--- src/design/dqpc_pkg.sv ---
// Shared constants, codes and command types of the dq frame power calculator.
package dqpc_pkg;

  // Default values for the top-level parameters.
  localparam int ANGLE_BITS_DEF      = 16;
  localparam int SAMPLE_BITS_DEF     = 16;
  localparam int SINE_TABLE_BITS_DEF = 10;

  // Fixed field widths at the ports.
  localparam int SAMPLE_W    = 16;
  localparam int STEP_W      = 16;
  localparam int DQ_W        = 18;
  localparam int PWR_W       = 37;
  localparam int ANGLE_OUT_W = 16;

  // Fixed-point constants.
  localparam logic [63:0] HALF_PI_Q30 = 64'd1686629713;
  localparam logic [63:0] ONE_Q30     = 64'd1 << 30;
  localparam int          K_Q15       = 26755;
  localparam int          DQ_MAX      = 131071;
  localparam int          DQ_MIN      = -131072;

  // Which of the three phase angles the datapath works on.
  typedef enum logic [1:0] {
    PH_A = 2'd0,
    PH_B = 2'd1,
    PH_C = 2'd2
  } phase_sel_e;

  // Commands from the controller to the datapath.
  typedef struct packed {
    logic       load_in;
    logic       lookup;
    logic       mac;
    logic       scale;
    logic       rnd;
    logic       load_out;
    phase_sel_e phase;
  } cmd_t;

endpackage

--- src/design/dqpc_ctrl.sv ---
// Controller state machine sequencing lookups, accumulation, scaling and output.
module dqpc_ctrl (
  input  logic           clk_i,
  input  logic           rst_ni,
  input  logic           in_valid_i,
  output logic           in_ready_o,
  output logic           out_valid_o,
  input  logic           out_ready_i,
  output dqpc_pkg::cmd_t cmd_o
);
  import dqpc_pkg::*;

  typedef enum logic [5:0] {
    ST_IDLE   = 6'b000001,
    ST_LOOKUP = 6'b000010,
    ST_MAC    = 6'b000100,
    ST_SCALE  = 6'b001000,
    ST_RND    = 6'b010000,
    ST_POWER  = 6'b100000
  } state_e;

  state_e     state_q, state_d;
  phase_sel_e phase_q, phase_d;
  logic       out_valid_q, out_valid_d;

  always_comb begin
    state_d    = state_q;
    phase_d    = phase_q;
    cmd_o      = '0;
    cmd_o.phase = phase_q;
    in_ready_o = 1'b0;
    unique case (state_q)
      ST_IDLE: begin
        in_ready_o = 1'b1;
        if (in_valid_i) begin
          cmd_o.load_in = 1'b1;
          phase_d       = PH_A;
          state_d       = ST_LOOKUP;
        end
      end
      ST_LOOKUP: begin
        cmd_o.lookup = 1'b1;
        state_d      = ST_MAC;
      end
      ST_MAC: begin
        cmd_o.mac = 1'b1;
        unique case (phase_q)
          PH_A: begin
            phase_d = PH_B;
            state_d = ST_LOOKUP;
          end
          PH_B: begin
            phase_d = PH_C;
            state_d = ST_LOOKUP;
          end
          default: begin
            phase_d = PH_A;
            state_d = ST_SCALE;
          end
        endcase
      end
      ST_SCALE: begin
        cmd_o.scale = 1'b1;
        state_d     = ST_RND;
      end
      ST_RND: begin
        cmd_o.rnd = 1'b1;
        state_d   = ST_POWER;
      end
      ST_POWER: begin
        // Results move to the output register only once it is free.
        if (!out_valid_q || out_ready_i) begin
          cmd_o.load_out = 1'b1;
          state_d        = ST_IDLE;
        end
      end
      default: begin
        state_d = ST_IDLE;
      end
    endcase
  end

  always_comb begin
    out_valid_d = out_valid_q;
    if (cmd_o.load_out) begin
      out_valid_d = 1'b1;
    end else if (out_ready_i) begin
      out_valid_d = 1'b0;
    end
  end

  assign out_valid_o = out_valid_q;

  always_ff @(posedge clk_i or negedge rst_ni) begin
    if (!rst_ni) begin
      state_q     <= ST_IDLE;
      phase_q     <= PH_A;
      out_valid_q <= 1'b0;
    end else begin
      state_q     <= state_d;
      phase_q     <= phase_d;
      out_valid_q <= out_valid_d;
    end
  end

endmodule

--- config.mk ---
export PLATFORM = sky130hd
export DESIGN_NAME = dqpc_ctrl
export DESIGN_NICKNAME = d
export VERILOG_FILES = /design/src/design/dqpc_pkg.sv /design/src/design/dqpc_ctrl.sv
export SDC_FILE = /design/constraint.sdc
export NUM_CORES = 1
export LEC_CHECK = 0
export BUFFER_PORTS_ARGS = -buffer_cell sky130_fd_sc_hd__clkbuf_2
export CAP_MARGIN = 30
export CORE_UTILIZATION = 30
export DETAILED_ROUTE_END_ITERATION = 8
export GPL_ROUTABILITY_DRIVEN = 0
export PLACE_DENSITY_LB_ADDON = 0.1
export REMOVE_ABC_BUFFERS = 1
export SYNTH_ARGS = -nofsm -noshare
export SYNTH_HDL_FRONTEND = slang
export SYNTH_SLANG_ARGS = --single-unit
--- constraint.sdc ---
create_clock -name clk_i -period 1.85 [get_ports clk_i]
set_input_delay 0.37 -clock clk_i [delete_from_list [all_inputs] [get_ports clk_i]]
set_output_delay 0.37 -clock clk_i [all_outputs]
set_load 0.005 [all_outputs]
# Word-level counts from Yosys, hierarchy flattened
# Index checks and enable logic that the tools add are counted.
# word_totals
register_bits	9
latch_bits	0
mem_bits_rw	0
mem_bits_ro	0
inputBits	4
output_inout_bits	10
wordCells	38
memories	0
# classes
add_sub_neg	0
mul	0
div	0
n_lt_le_gt_ge	0
eq_ne	9
shifts	0
mux	18
n_bitwise	0
reduce_logical	8
# ops
operator	count
6-bit one-hot mux with 6 select lines	1
6-bit two-way mux	2
1-bit two-way mux	11
2-bit one-hot mux with 2 select lines	2
6-bit by 1-bit == test with 1-bit output (second input constant)	1
6-bit by 2-bit == test with 1-bit output (second input constant)	1
6-bit by 3-bit == test with 1-bit output (second input constant)	1
6-bit by 4-bit == test with 1-bit output (second input constant)	1
6-bit by 5-bit == test with 1-bit output (second input constant)	1
6-bit == test (second input constant)	1
4-bit two-way mux	1
2-bit != test (second input constant)	2
2-bit AND reduction	2
2-bit nonzero test	2
2-bit by 1-bit == test with 1-bit output (second input constant)	1
2-bit logical NOT	1
2-bit two-way mux	1
2-bit OR reduction	1
1-bit logical NOT	1
1-bit logical OR	1

# Longest topological paths before layout
# depth
word_depth	5
ltp_mapped	5
depth_no_buf	5

# Worst setup path after synthesis
# Ideal clock, no wire load.
# synth_timing
path_type	reg2out
start	register state_q[4]
end	output cmd_o[7] in the netlist's numbering
arrival_time_ns	1.546
t_required_ns	1.480
setup_slack_ns	-0.066
stages_incl_launch_ff	4
n_path_buf	0
path_cell_list	dfrtp_1 or4_4 or4b_4 inv_1
# synth_rtl
element	line	source
start: declaration	dqpc_ctrl.sv:22	state_e state_q, state_d;
start signal: assignment	dqpc_ctrl.sv:100	state_q <= state_d;
end: declaration	dqpc_ctrl.sv:9	output dqpc_pkg::cmd_t cmd_o

==> flow_summary.ini <==
[power]
p_per_area_nw_per_um2 = 1110
max-vdd-ir-drop_mv = 0.647
power.leakage_nw = 0.380

[global_routing]
grt_pass1_vias = 421
antenna_found_initial = 0
grt_pass1_wl_mm = 1.83
grt_util_met1 = 0.183
use_met3 = 0.0522
grt_remaining_overflow = 0
grt_max_degree = 10
grt_usage = 0.142
met2_usage = 0.222
grt.busiest_layer = met2

[sta]
skew_ns = 0.000957
finalSetupViolations = 10
rsz0062_at_grt = yes
hold_viol = 0
period_needed_ns = 2.22
period_share = 1.20
fmax_ghz = 0.451
setup_ws_ns = -0.365
worstMarginPinSlew_ns = 0.256
slew_viol_final = 0
relSlewSlack = 0.827

[layout]
layout-drive-gt1-share = 0.570
num-nets-final = 84
final_area_sq_um = 749
stdcell_count = 94
fillers = 124
syn_to_final_growth_pct = 58.9
n_antenna_cell = 0

[yosys]
synth_area_sq_um = 472
synth_top_cell_by_area = dfrtp_1
ys_ff_latch = 9
synthCells = 47
yosysSeqAreaShare = 0.480
syn_avg_cell_area_sq_um = 10.0
ys_types = 24
netlist_top_cells_area = dfrtp_1 (42%), nor3b_1 (8.0%), dfstp_2 (5.6%)
synth_top_cell_area_share = 0.424
ys_warn_count = 0

[run_status]
status = finished with violations
violations = negative setup slack

[place]
dp.final_hpwl_microns = 815
placed_area_sq_um = 631
numPlacedInstances = 85
portBuffers = 13

[clock_network]
worstSkewPairLatency_ns = 0.25
numCtsBuffers = 3
htree_levels = 1
cts_tree = done
clk_pin_slew_worst_paths_ns = 0.06
cts-root-buf = clkbuf_4
cts_max_path_buffers = 2
clock-sinks = 9

[critical_path]
worstPathArrival_ns = 1.85
critPathKind = reg -> out
crit_fanout = 2
cp-end-kind = primary output
crit_required_ns = 1.48
cp-start-kind = flop

[route]
dr_total_vias = 452
dr.first_iter.drc_count = 3
drt_pass1_iterations = 2
drc = 0
wl_per_cell_microns = 11.4
drt_wl_total_mm = 1.08
routed_via_density = 4.81
antenna_left = 0

[floorplan]
initial_core_util = 0.341
dieWidth_microns = 41.7
ios = 14
core_area_sq_um = 1380
row_count = 13
dieArea_sq_um = 1730
die_h_microns = 41.7

[worst_hold_path]
hp-class = in -> reg

[flow_run]
drv_cap = 0
==> critical path, cell delays in order, from the launching register on <==
cell,delay [ns]
dfrtp_1,0.39
or4_4,0.54
or4b_4,0.51
inv_2,0.06
clkbuf_2,0.10
==> synth_stat cells (all sizes together) <==
cell type and count:
dfrtp 8, nor3b 5, inv 4, nor2 4, nand2b 3, o21ai 3, or4 3, a21oi 2
nand3 2, and2 1, buf 1, dfstp 1, nand2 1, nand3b 1, nor4b 1, o311a 1
o31a 1, o31ai 1, or2 1, or3b 1, or4b 1, xor2 1
==> final timing paths <==
check | from | to | slack [ns] | cells after the start
min in group asynchronous | rst_ni | phase_q[1] | 0.50 | 2
hold reg to reg | phase_q[0] | phase_q[0] | 0.52 | 1
setup / recovery | state_q[5] | cmd_o[7] | -0.37 | 4
hold / removal | out_ready_i | out_valid_o | 0.32 | 2
setup reg to reg | state_q[5] | phase_q[0] | -0.10 | 6
max in group asynchronous | rst_ni | state_q[0] | 1.09 | 2
==> placed cells by master (no fill, tap or decap), types with 3 or more instances in the layout <==
cell type,instances
buf_6,5
or4_4,3
nand2b_1,3
dfrtp_1,8
nor3b_2,3
buf_4,10
clkbuf_4,3
buf_2,4
clkbuf_2,9
nor2_1,3
==> final cells by class <==
type | count | area (sq um) | area share
multi-input combinational | 33 | 256 | 0.342
sequential | 9 | 226 | 0.302
timing repair buffer | 29 | 206 | 0.275
clock buffer | 4 | 26.3 | 0.0351
tap | 15 | 18.8 | 0.0250
inverter | 4 | 15.0 | 0.0200
==> metal layers <==
metal | vias up | share of wire | wire length (microns)
met3 | 0 | 0.047 | 51
li1 | 235 | - | -
met5 | - | 0 | 0
met1 | 204 | 0.48 | 516
met2 | 13 | 0.47 | 507
met4 | 0 | 0 | 0
==> per-stage QoR <==
stage	utilization	setup WS, ns	total power, mW	TNS [ns]	hold slack [ns]
after global routing	0.542	-0.436	0.900	-2.76	0.337
after floorplan	-	-0.0656	0.425	-0.0656	0.0744
after detailed placement	0.456	-0.0902	0.583	-0.141	0.236
after CTS	0.529	-0.364	0.814	-1.79	0.310
final	0.542	-0.365	0.830	-2.06	0.318
after global placement	0.456	-0.0659	0.584	-0.117	0.236
==> logic make-up after synthesis <==
family,share of synthesized area
compound gates,0.109
xor+xnor,0.0186
buf+inv,0.0477
flops,0.480
simple gates,0.345
==> timing repair <==
| action | CTS | global route |
|---|---|---|
| endpoints found under the setup margin | 7 | 9 |
| gates resized for setup | 12 | 10 |
| pin swaps | 6 | 3 |
| hold endpoints to repair | 8 | 0 |
| hold buffers | 1 | 0 |
| buffers inserted | 3 | 2 |
==> power by group <==
| group | internal [mW] | switching (mW) |
|---|---|---|
| sequential | 0.239 | 0.0333 |
| clock | 0.0828 | 0.0642 |
| combinational | 0.250 | 0.161 |
| total | 0.571 | 0.259 |
==> flip-flops by register name, indices dropped and copies added (netlist names) <==
name	flops
out_valid_o	1
phase_q	2
state_q	6
(Power assumes the default switching activity.)
